===== src/rtl/clps_pkg.sv =====
package clps_pkg;

    // List capacity and derived widths.
    localparam int CAPACITY = 16;
    localparam int ADDR_W   = $clog2(CAPACITY);
    localparam int CNT_W    = $clog2(CAPACITY + 1);
    localparam int DATA_W   = 32;
    localparam int FUNC_W   = 3;
    localparam int POS_W    = 6;
    localparam int ST_W     = 2;
    localparam int LEN_W    = 7;

    // Operation codes.
    localparam logic [FUNC_W-1:0] FN_ADD_FRONT = 3'd0;
    localparam logic [FUNC_W-1:0] FN_ADD_BACK  = 3'd1;
    localparam logic [FUNC_W-1:0] FN_ADD_AT    = 3'd2;
    localparam logic [FUNC_W-1:0] FN_DEL_FRONT = 3'd3;
    localparam logic [FUNC_W-1:0] FN_DEL_BACK  = 3'd4;
    localparam logic [FUNC_W-1:0] FN_DEL_AT    = 3'd5;
    localparam logic [FUNC_W-1:0] FN_DUMP      = 3'd6;

    // Status codes.
    localparam logic [ST_W-1:0] ST_OK     = 2'd0;
    localparam logic [ST_W-1:0] ST_EMPTY  = 2'd1;
    localparam logic [ST_W-1:0] ST_BADPOS = 2'd2;
    localparam logic [ST_W-1:0] ST_FULL   = 2'd3;

    // Sequencer states.
    typedef enum logic [2:0] {
        S_IDLE,
        S_RD,
        S_WR,
        S_INS,
        S_RESP,
        S_DRD,
        S_DOUT
    } t_state;

endpackage


===== src/rtl/clps_if.sv =====
// Command channel.
interface clps_in_if;
    logic                                valid;
    logic                                ready;
    logic [clps_pkg::FUNC_W-1:0]         func;
    logic [clps_pkg::POS_W-1:0]          position;
    logic signed [clps_pkg::DATA_W-1:0]  data_value;

    modport source (output valid, func, position, data_value, input ready);
    modport sink   (input valid, func, position, data_value, output ready);
endinterface

// Result channel.
interface clps_out_if;
    logic                                valid;
    logic                                ready;
    logic [clps_pkg::ST_W-1:0]           status;
    logic signed [clps_pkg::DATA_W-1:0]  element;
    logic [clps_pkg::LEN_W-1:0]          length;
    logic                                last;

    modport source (output valid, status, element, length, last, input ready);
    modport sink   (input valid, status, element, length, last, output ready);
endinterface


===== src/rtl/clps_ram.sv =====
module clps_ram #(
    parameter int DEPTH = 16,
    parameter int WIDTH = 32
) (
    input  logic                     i_clk,
    input  logic                     i_we,
    input  logic [$clog2(DEPTH)-1:0] i_waddr,
    input  logic [WIDTH-1:0]         i_wdata,
    input  logic                     i_re,
    input  logic [$clog2(DEPTH)-1:0] i_raddr,
    output logic [WIDTH-1:0]         o_rdata
);

    logic [WIDTH-1:0] mem [DEPTH];
    logic [WIDTH-1:0] r_rdata;

    // Single write port.
    always_ff @(posedge i_clk) begin
        if (i_we) begin
            mem[i_waddr] <= i_wdata;
        end
    end

    // Registered read port.
    always_ff @(posedge i_clk) begin
        if (i_re) begin
            r_rdata <= mem[i_raddr];
        end
    end

    assign o_rdata = r_rdata;

endmodule


===== src/rtl/circular_list_position_store.sv =====
// An edit reads and writes back each element shifted by the insert or delete, then responds.
// A dump gives one beat per element, one memory read per element.
// The element memory, read then written back per moved entry, sets the pace.
// One command is handled at a time; a new beat is taken once all results are queued.
// Synchronous active-low reset clears the length and the sequencer; memory is not cleared.
module circular_list_position_store (
    input  logic        i_clk,
    input  logic        i_rst_n,
    clps_in_if.sink     i_in,
    clps_out_if.source  o_out
);

    localparam int AW = clps_pkg::ADDR_W;
    localparam int CW = clps_pkg::CNT_W;
    localparam int XW = clps_pkg::CNT_W + 1;

    clps_pkg::t_state r_state, n_state;
    logic [CW-1:0]    r_count, n_count;
    logic [AW-1:0]    r_ptr, n_ptr;
    logic [AW-1:0]    r_idx, n_idx;
    logic [clps_pkg::DATA_W-1:0] r_val, n_val;
    logic             r_del, n_del;
    logic [clps_pkg::ST_W-1:0]   r_st, n_st;

    logic             r_ov, n_ov;
    logic [clps_pkg::ST_W-1:0]   r_ost, n_ost;
    logic [clps_pkg::DATA_W-1:0] r_oel, n_oel;
    logic [clps_pkg::LEN_W-1:0]  r_olen, n_olen;
    logic             r_olast, n_olast;

    logic             we, re;
    logic [AW-1:0]    waddr, raddr;
    logic [clps_pkg::DATA_W-1:0] wdata, rdata;
    logic             slot_free;
    logic [clps_pkg::LEN_W-1:0]  pos7, cnt7;
    logic [XW-1:0]    ptr_x, cnt_x, idx_x;
    logic [AW-1:0]    sel_idx;

    clps_ram #(
        .DEPTH(clps_pkg::CAPACITY),
        .WIDTH(clps_pkg::DATA_W)
    ) u_ram (
        .i_clk  (i_clk),
        .i_we   (we),
        .i_waddr(waddr),
        .i_wdata(wdata),
        .i_re   (re),
        .i_raddr(raddr),
        .o_rdata(rdata)
    );

    assign slot_free = !r_ov || o_out.ready;
    assign pos7  = clps_pkg::LEN_W'(i_in.position);
    assign cnt7  = clps_pkg::LEN_W'(r_count);
    assign ptr_x = XW'(r_ptr);
    assign cnt_x = XW'(r_count);
    assign idx_x = XW'(r_idx);

    assign i_in.ready    = (r_state == clps_pkg::S_IDLE);
    assign o_out.valid   = r_ov;
    assign o_out.status  = r_ost;
    assign o_out.element = r_oel;
    assign o_out.length  = r_olen;
    assign o_out.last    = r_olast;

    // State and control registers.
    always_ff @(posedge i_clk) begin
        if (!i_rst_n) begin
            r_state <= clps_pkg::S_IDLE;
            r_count <= '0;
            r_ov    <= 1'b0;
        end else begin
            r_state <= n_state;
            r_count <= n_count;
            r_ov    <= n_ov;
        end
    end

    // Payload registers.
    always_ff @(posedge i_clk) begin
        r_ptr   <= n_ptr;
        r_idx   <= n_idx;
        r_val   <= n_val;
        r_del   <= n_del;
        r_st    <= n_st;
        r_ost   <= n_ost;
        r_oel   <= n_oel;
        r_olen  <= n_olen;
        r_olast <= n_olast;
    end

    // Sequencer: decode, shift entries one at a time, then respond.
    always_comb begin
        n_state = r_state;
        n_count = r_count;
        n_ptr   = r_ptr;
        n_idx   = r_idx;
        n_val   = r_val;
        n_del   = r_del;
        n_st    = r_st;
        n_ov    = r_ov && !o_out.ready;
        n_ost   = r_ost;
        n_oel   = r_oel;
        n_olen  = r_olen;
        n_olast = r_olast;
        we      = 1'b0;
        re      = 1'b0;
        waddr   = r_ptr;
        raddr   = r_ptr;
        wdata   = rdata;
        sel_idx = '0;

        case (r_state)
            clps_pkg::S_IDLE: begin
                if (i_in.valid) begin
                    n_st  = clps_pkg::ST_OK;
                    n_val = i_in.data_value;
                    case (i_in.func)
                        clps_pkg::FN_ADD_FRONT, clps_pkg::FN_ADD_BACK,
                        clps_pkg::FN_ADD_AT: begin
                            if (i_in.func == clps_pkg::FN_ADD_AT &&
                                (pos7 == '0 || pos7 > cnt7 + 1'b1)) begin
                                n_st    = clps_pkg::ST_BADPOS;
                                n_state = clps_pkg::S_RESP;
                            end else if (cnt7 >= clps_pkg::LEN_W'(clps_pkg::CAPACITY)) begin
                                n_st    = clps_pkg::ST_FULL;
                                n_state = clps_pkg::S_RESP;
                            end else begin
                                if (i_in.func == clps_pkg::FN_ADD_FRONT) begin
                                    sel_idx = '0;
                                end else if (i_in.func == clps_pkg::FN_ADD_BACK) begin
                                    sel_idx = AW'(r_count);
                                end else begin
                                    sel_idx = AW'(pos7 - 1'b1);
                                end
                                n_idx   = sel_idx;
                                n_ptr   = AW'(r_count);
                                n_del   = 1'b0;
                                n_state = (AW'(r_count) == sel_idx) ? clps_pkg::S_INS
                                                                    : clps_pkg::S_RD;
                            end
                        end
                        clps_pkg::FN_DEL_FRONT, clps_pkg::FN_DEL_BACK,
                        clps_pkg::FN_DEL_AT: begin
                            if (i_in.func == clps_pkg::FN_DEL_AT &&
                                (pos7 == '0 || pos7 > cnt7)) begin
                                n_st    = clps_pkg::ST_BADPOS;
                                n_state = clps_pkg::S_RESP;
                            end else if (r_count == '0) begin
                                n_st    = clps_pkg::ST_EMPTY;
                                n_state = clps_pkg::S_RESP;
                            end else begin
                                if (i_in.func == clps_pkg::FN_DEL_FRONT) begin
                                    sel_idx = '0;
                                end else if (i_in.func == clps_pkg::FN_DEL_BACK) begin
                                    sel_idx = AW'(cnt7 - 1'b1);
                                end else begin
                                    sel_idx = AW'(pos7 - 1'b1);
                                end
                                n_idx   = sel_idx;
                                n_ptr   = sel_idx;
                                n_del   = 1'b1;
                                n_state = (XW'(sel_idx) + 1'b1 == cnt_x) ? clps_pkg::S_INS
                                                                         : clps_pkg::S_RD;
                            end
                        end
                        clps_pkg::FN_DUMP: begin
                            if (r_count == '0) begin
                                n_st    = clps_pkg::ST_EMPTY;
                                n_state = clps_pkg::S_RESP;
                            end else begin
                                n_ptr   = '0;
                                n_state = clps_pkg::S_DRD;
                            end
                        end
                        default: begin
                            n_state = clps_pkg::S_RESP;
                        end
                    endcase
                end
            end
            // Read the neighbor entry that moves into r_ptr.
            clps_pkg::S_RD: begin
                re      = 1'b1;
                raddr   = r_del ? AW'(ptr_x + 1'b1) : AW'(ptr_x - 1'b1);
                n_state = clps_pkg::S_WR;
            end
            // Write it back one place over.
            clps_pkg::S_WR: begin
                we    = 1'b1;
                waddr = r_ptr;
                wdata = rdata;
                if (r_del) begin
                    n_ptr   = AW'(ptr_x + 1'b1);
                    n_state = (ptr_x + 2'd2 == cnt_x) ? clps_pkg::S_INS : clps_pkg::S_RD;
                end else begin
                    n_ptr   = AW'(ptr_x - 1'b1);
                    n_state = (ptr_x - 1'b1 == idx_x) ? clps_pkg::S_INS : clps_pkg::S_RD;
                end
            end
            // Place the new value, or drop the tail, and update the length.
            clps_pkg::S_INS: begin
                if (r_del) begin
                    n_count = r_count - 1'b1;
                end else begin
                    we      = 1'b1;
                    waddr   = r_idx;
                    wdata   = r_val;
                    n_count = r_count + 1'b1;
                end
                n_state = clps_pkg::S_RESP;
            end
            // Single status beat.
            clps_pkg::S_RESP: begin
                if (slot_free) begin
                    n_ov    = 1'b1;
                    n_ost   = r_st;
                    n_oel   = '0;
                    n_olen  = cnt7;
                    n_olast = 1'b1;
                    n_state = clps_pkg::S_IDLE;
                end
            end
            // Dump: fetch one element.
            clps_pkg::S_DRD: begin
                re      = 1'b1;
                raddr   = r_ptr;
                n_state = clps_pkg::S_DOUT;
            end
            // Dump: emit it once the output slot is free.
            clps_pkg::S_DOUT: begin
                if (slot_free) begin
                    n_ov    = 1'b1;
                    n_ost   = clps_pkg::ST_OK;
                    n_oel   = rdata;
                    n_olen  = cnt7;
                    n_olast = (ptr_x + 1'b1 == cnt_x);
                    n_ptr   = AW'(ptr_x + 1'b1);
                    n_state = (ptr_x + 1'b1 == cnt_x) ? clps_pkg::S_IDLE : clps_pkg::S_DRD;
                end
            end
            default: begin
                n_state = clps_pkg::S_IDLE;
            end
        endcase
    end

`ifndef SYNTHESIS
    // The length never passes the capacity.
    a_count_bound: assert property (@(posedge i_clk) disable iff (!i_rst_n)
        r_count <= CW'(clps_pkg::CAPACITY))
        else $error("list length above capacity");

    // Memory writes happen only while shifting or placing a value.
    a_write_state: assert property (@(posedge i_clk) disable iff (!i_rst_n)
        we |-> (r_state == clps_pkg::S_WR || r_state == clps_pkg::S_INS))
        else $error("memory write outside an edit");

    // An accepted command always leaves the idle state.
    a_leave_idle: assert property (@(posedge i_clk) disable iff (!i_rst_n)
        (i_in.valid && i_in.ready) |=> r_state != clps_pkg::S_IDLE)
        else $error("accepted command not started");

    // Length changes only when an edit completes.
    a_count_change: assert property (@(posedge i_clk) disable iff (!i_rst_n)
        (r_count != $past(r_count)) |-> $past(r_state) == clps_pkg::S_INS)
        else $error("length changed outside an edit");
`endif

endmodule

===== src/flat_wrapper.sv =====
// flat-port wrapper written by rule: the top's interface ports become plain ports
module circular_list_position_store_flat 
  (i_clk, i_rst_n, i_in_valid, i_in_func, i_in_position, i_in_data_value, i_in_ready, o_out_valid, o_out_status, o_out_element, o_out_length, o_out_last, o_out_ready);
  clps_in_if i_in_i ();
  clps_out_if o_out_i ();
  input  logic i_clk;
  input  logic i_rst_n;
  input wire logic [$bits(i_in_i.valid)-1:0] i_in_valid;
  input wire logic [$bits(i_in_i.func)-1:0] i_in_func;
  input wire logic [$bits(i_in_i.position)-1:0] i_in_position;
  input wire logic [$bits(i_in_i.data_value)-1:0] i_in_data_value;
  output wire logic [$bits(i_in_i.ready)-1:0] i_in_ready;
  output wire logic [$bits(o_out_i.valid)-1:0] o_out_valid;
  output wire logic [$bits(o_out_i.status)-1:0] o_out_status;
  output wire logic [$bits(o_out_i.element)-1:0] o_out_element;
  output wire logic [$bits(o_out_i.length)-1:0] o_out_length;
  output wire logic [$bits(o_out_i.last)-1:0] o_out_last;
  input wire logic [$bits(o_out_i.ready)-1:0] o_out_ready;
  assign i_in_i.valid = i_in_valid;
  assign i_in_i.func = i_in_func;
  assign i_in_i.position = i_in_position;
  assign i_in_i.data_value = i_in_data_value;
  assign i_in_ready = i_in_i.ready;
  assign o_out_valid = o_out_i.valid;
  assign o_out_status = o_out_i.status;
  assign o_out_element = o_out_i.element;
  assign o_out_length = o_out_i.length;
  assign o_out_last = o_out_i.last;
  assign o_out_i.ready = o_out_ready;
  circular_list_position_store u_core (.i_clk(i_clk), .i_rst_n(i_rst_n), .i_in(i_in_i), .o_out(o_out_i));
endmodule

===== config.mk =====
export PLATFORM = sky130hd
export DESIGN_NAME = circular_list_position_store_flat
export DESIGN_NICKNAME = d
export VERILOG_FILES = /design/src/rtl/clps_pkg.sv /design/src/rtl/clps_if.sv /design/src/rtl/clps_ram.sv /design/src/rtl/circular_list_position_store.sv /design/src/flat_wrapper.sv
export SDC_FILE = /design/constraint.sdc
export NUM_CORES = 1
export LEC_CHECK = 0
export BUFFER_PORTS_ARGS = -buffer_cell sky130_fd_sc_hd__buf_2
export CAP_MARGIN = 20
export CORE_MARGIN = 8
export CORE_UTILIZATION = 27
export CTS_BUF_LIST = sky130_fd_sc_hd__clkbuf_4 sky130_fd_sc_hd__clkbuf_8 sky130_fd_sc_hd__clkbuf_16
export DETAILED_ROUTE_END_ITERATION = 6
export PLACE_DENSITY = 0.49
export REMOVE_ABC_BUFFERS = 1
export SLEW_MARGIN = 40
export SYNTH_ARGS = -nofsm -noshare
export SYNTH_HDL_FRONTEND = slang
export SYNTH_SLANG_ARGS = --single-unit

===== constraint.sdc =====
create_clock -name i_clk -period 6.8 [get_ports i_clk]
set_input_delay 1.02 -clock i_clk [delete_from_list [all_inputs] [get_ports i_clk]]
set_output_delay 1.02 -clock i_clk [all_outputs]
set_load 0.02 [all_outputs]

==> parameters.txt <==
Parameter                              Value

Status
  Run status    complete, no violations

Floorplan
  Core ar.    94,730 um^2
  Total I/O pin count    89
  Die Wd    324.6 um
  Total number of placement rows    113
  Floorplan die height    324.6 um
  Initial cell density of the core    0.2715
  Die Outline Area    105,400 um^2

STA
  Final setup fails    0
  Total negative slack    0 ns
  Share of the clock period used by the worst path after layout    0.5722
  Least setup slack across all paths after layout    2.909 ns
  Hold Vio Cnt, Final    0
  Smallest hold slack    0.5403 ns
  Actual transition at the worst max-transition pin    0.7602 ns
  Worst relative slew slack    0.4932
  RSZ-0062 raised after global routing    false
  Largest clock skew in the final design    0.01623 ns
  Top achievable clock speed    0.2570 GHz
  Shortest clock period the worst path allows after layout    3.891 ns
  Slew Limit Fails    0

Power and ir drop
  Power density of the placed cells    293.3 nW/um^2
  Proportion of power drawn by combinational gates    0.088
  Design Power    0.008932 W
  Clock power share    0.416
  Reported leakage power    9.833 nW
  Largest voltage drop on the vdd net    0.1621 mV
  Switching power as a share of total power    0.2298
  Switching power    0.002052 W
  Share of power burned in registers    0.496
  Internal portion of total power    0.006879 W

Finish
  Final Net Count    1,482
  Antenna cells    0
  Non-Filler Instances    2,728
  Share of layout cells above drive strength 1    0.3199
  P&R area growth vs syn    18.42%

Hold path
  Class of the tightest hold or removal check    reg -> reg
  Endpoint with the worst hold slack    u_core.o_out.status[0]
  Number of cells on the worst hold path    1
  Start point of the worst hold path    u_core.r_st[0]

GRT
  Total Routing Usage GR    0.1198
  Overflow left after global routing    0
  Global-route wire length before repair    95,480 um
  Number of antenna violations at the first check in global routing    4
  Via count of the first global-routing pass    13,552
  Maximum number of pins on one net before global-route repair    129

Clock tree
  Clock insertion delay at the later pin of the skew report    0.61 ns
  H-tree Lvls    3
  Total of cells resized after clock tree synthesis    0
  TritonCTS clock tree    done
  Max clock buf depth    3
  Clock slew at reported path FFs    0.06 ns
  Buffers inserted by post-CTS timing repair    0
  TritonCTS Buffers    71
  Count of clock tree sinks    636
  Library cell used as clock root buffer    sky130_fd_sc_hd__clkbuf_16
  Hold buffer count at cts    0

Drt
  Overall routed net length    64,260 um
  Number of vias in the routed layout    12,807
  Average wire length per cell after detail routing    23.56 um
  Met2 wire len    30,040 um
  Remaining DRCs    0
  Sum of met3 wire segment lengths after detailed routing    3133 um
  Detailed-router iteration count before antenna repair    6
  Met1 routed wirelength after detailed routing    29,650 um
  Drt first-iter violations    1,233
  Vias per inst    4.695
  Number of nets still failing antenna checks after routing    0
  Top routing layer in use    met4

Setup path
  CP cell instances    inv_1, ha_1, inv_1, ha_1, nand2b_1, a21oi_1, o32ai_1, a21oi_1, o21ai_0, nand4_1, nor2_1
  Setup slack of the worst register-to-register path    2.91 ns
  Critical path peak fanout    14
  Worst r2r path cells    11
  Category of the critical setup timing path    reg -> reg
  Critical Path Source Type    flip-flop
  Worst path arrival time    4.13 ns
  Data required time of the worst path    7.04 ns
  Crit Reg-Reg Endpoint    u_core.r_idx[1]
  Critical path endpoint category    flip-flop
  Beginning of the worst register-to-register path    u_core.r_count[1]
  Peak per-stage delay on the critical path    0.74 ns
  Cell with the largest stage delay on the worst path    sky130_fd_sc_hd__dfxtp_1

Logic synthesis
  Arithmetic-cell share of the synthesized area counting full adders, half adders and majority gates    0.01294
  Area contributors post-synth    sky130_fd_sc_hd__edfxtp_1 73%, sky130_fd_sc_hd__mux4_2 14%, sky130_fd_sc_hd__mux2_2 1.4%
  EDFF count, synth    627
  Cell accounting for the most synthesized area    sky130_fd_sc_hd__edfxtp_1
  Synthesized-area fraction occupied by ao, oa, aoi and oai cells    0.02788
  Synthesized-area fraction occupied by xor and xnor cells    0.01328
  Post-synth ARST share    0
  Multiplexer area fraction after synthesis    0.1557
  Main combinational cell family by area after synthesis    multiplexers
  Number of instances in the synthesized netlist    1,276
  Area share of the largest cell type after synthesis    0.7321
  Mean area per synthesized cell    20.16 um^2
  Number of distinct standard cells referenced by the synthesized netlist    59
  Share of synthesized area occupied by flip-flops and latches    0.7391
  Primary flip-flop cell chosen by synthesis mapping    sky130_fd_sc_hd__edfxtp_1
  Register bit count reported by yosys    636
  Number of synthesis warnings    0
  Post-synthesis share of cell area spent on and, or, nand and nor gates    0.03352
  Post-Synthesis Cell Area    25,720 um^2

Job
  Max-Cap Viols    0

Placed design
  Final estimated routing congestion in global placement    0.7956
  Post-DP HPWL    38,180 um
  Setup slack after placement    2.752 ns
  Number of port buffers    86
  DP Cell Count    2,600
==> metal layers <==
metal | vias up | track usage
met3 | 89 | 0.02248
met2 | 367 | 0.1901
met1 | 6817 | 0.1685
met4 | 0 | 0.03149
met5 | - | 0
li1 | 5534 | -
==> layout by cell type, fill, tap and decap left out, types with 6 or more instances in the layout <==
master,count
sky130_fd_sc_hd__edfxtp_1,627
sky130_fd_sc_hd__mux4_2,160
sky130_fd_sc_hd__buf_2,88
sky130_fd_sc_hd__clkbuf_16,72
sky130_fd_sc_hd__and3_1,36
sky130_fd_sc_hd__nor2_1,34
sky130_fd_sc_hd__mux2_2,32
sky130_fd_sc_hd__xnor2_1,28
sky130_fd_sc_hd__nand2_1,27
sky130_fd_sc_hd__buf_4,27
sky130_fd_sc_hd__inv_1,26
sky130_fd_sc_hd__a21oi_1,25
sky130_fd_sc_hd__ha_1,25
sky130_fd_sc_hd__o21ai_0,24
sky130_fd_sc_hd__nor2_4,17
sky130_fd_sc_hd__clkinv_1,16
sky130_fd_sc_hd__clkinv_2,13
sky130_fd_sc_hd__nor3_1,12
sky130_fd_sc_hd__nand3_1,11
sky130_fd_sc_hd__clkbuf_4,10
sky130_fd_sc_hd__buf_16,10
sky130_fd_sc_hd__xor2_1,8
sky130_fd_sc_hd__dfxtp_1,7
sky130_fd_sc_hd__nand4_1,6
sky130_fd_sc_hd__nor2b_1,6
==> synth_stat cells, drive strengths merged (9+ instances only) <==
cell	number
buf	29
clkbuf	43
ha	25
edfxtp	627
mux2	32
inv	28
o21ai	24
nor3	13
nor2	51
dfxtp	9
mux4	160
nand3	11
and3	36
a21oi	25
nand2	27
xnor2	31
==> state kept, by name, summed over array words and instances (netlist names) <==
| signal | flops |
|---|---|
| u_core.o_out.element | 32 |
| u_core.o_out.status | 2 |
| u_core.o_out.last | 1 |
| u_core.r_count | 5 |
| u_core.r_st | 2 |
| u_core.r_del | 1 |
| u_core.r_val | 32 |
| u_core.r_idx | 4 |
| u_core.u_ram.o_rdata | 32 |
| u_core.o_out.length | 5 |
| u_core.o_out.valid | 1 |
| u_core.r_state | 3 |
| u_core.r_ptr | 4 |
| u_core.u_ram.mem | 512 |
==> critical path: cells and delay by family (launching register included) <==
kind                       cells  cell delay (ns)
AOI/OAI and AO/OA              4             0.94
adders and majority gates      2             0.75
DFF                            1             0.74
and+or+nand+nor                3             0.71
buffers and inverters          2             0.41
==> how the worst max path moves through the flow <==
stage / cells after the start / slack (ns) / end / startpoint
after CTS: 11 / 2.74 / u_core.r_idx[3] / u_core.r_count[0]
after detailed placement: 11 / 2.75 / u_core.r_idx[3] / u_core.r_count[0]
after global placement: 6 / 2.60 / u_core.u_ram.o_rdata[2] / u_core.r_state[1]
after global routing: 11 / 2.54 / u_core.r_del / u_core.r_count[1]
final: 11 / 2.91 / u_core.r_idx[1] / u_core.r_count[1]
after floorplan: 5 / -7.45 / u_core.u_ram.o_rdata[0] / u_core.r_state[1]
==> power groups by stage <==
stage	clock network [W]	registers (W)	logic, W
2_1_floorplan	0	0.00452	0.000646
3_3_place_gp	0	0.00451	0.000782
3_5_place_dp	0	0.00451	0.000801
4_1_cts	0.00385	0.00443	0.000803
5_1_grt	0.00398	0.00444	0.000851
6_report	0.00372	0.00443	0.000782
==> final cells by class <==
cell class | count | area, um^2
tap | 1265 | 1583
clock buffer | 82 | 1877
sequential | 636 | 19010
multi-input combinational | 541 | 6471
timing repair buffer | 133 | 1025
inverter | 28 | 105.1
clock inverter | 43 | 382.9
fill | 9100 | 64270
==> per-stage QoR <==
stage,area [um^2],util
3_3_place_gp,27820,0.2937
6_report,30460,0.3215
2_1_floorplan,25380,-
4_1_cts,30420,0.3211
3_5_place_dp,28160,0.2973
5_1_grt,30460,0.3215
==> cells by family (layout without fill, tap and decap cells) <==
family,after synthesis,in the layout
other,1,2
buffers and inverters,100,286
muxes,196,196
adders and majority gates,26,26
DFF,636,636
and+or+nand+nor,171,171
AOI/OAI and AO/OA,107,107
xor gates and xnor gates,39,39
Power figures use the tool's default switching activity.
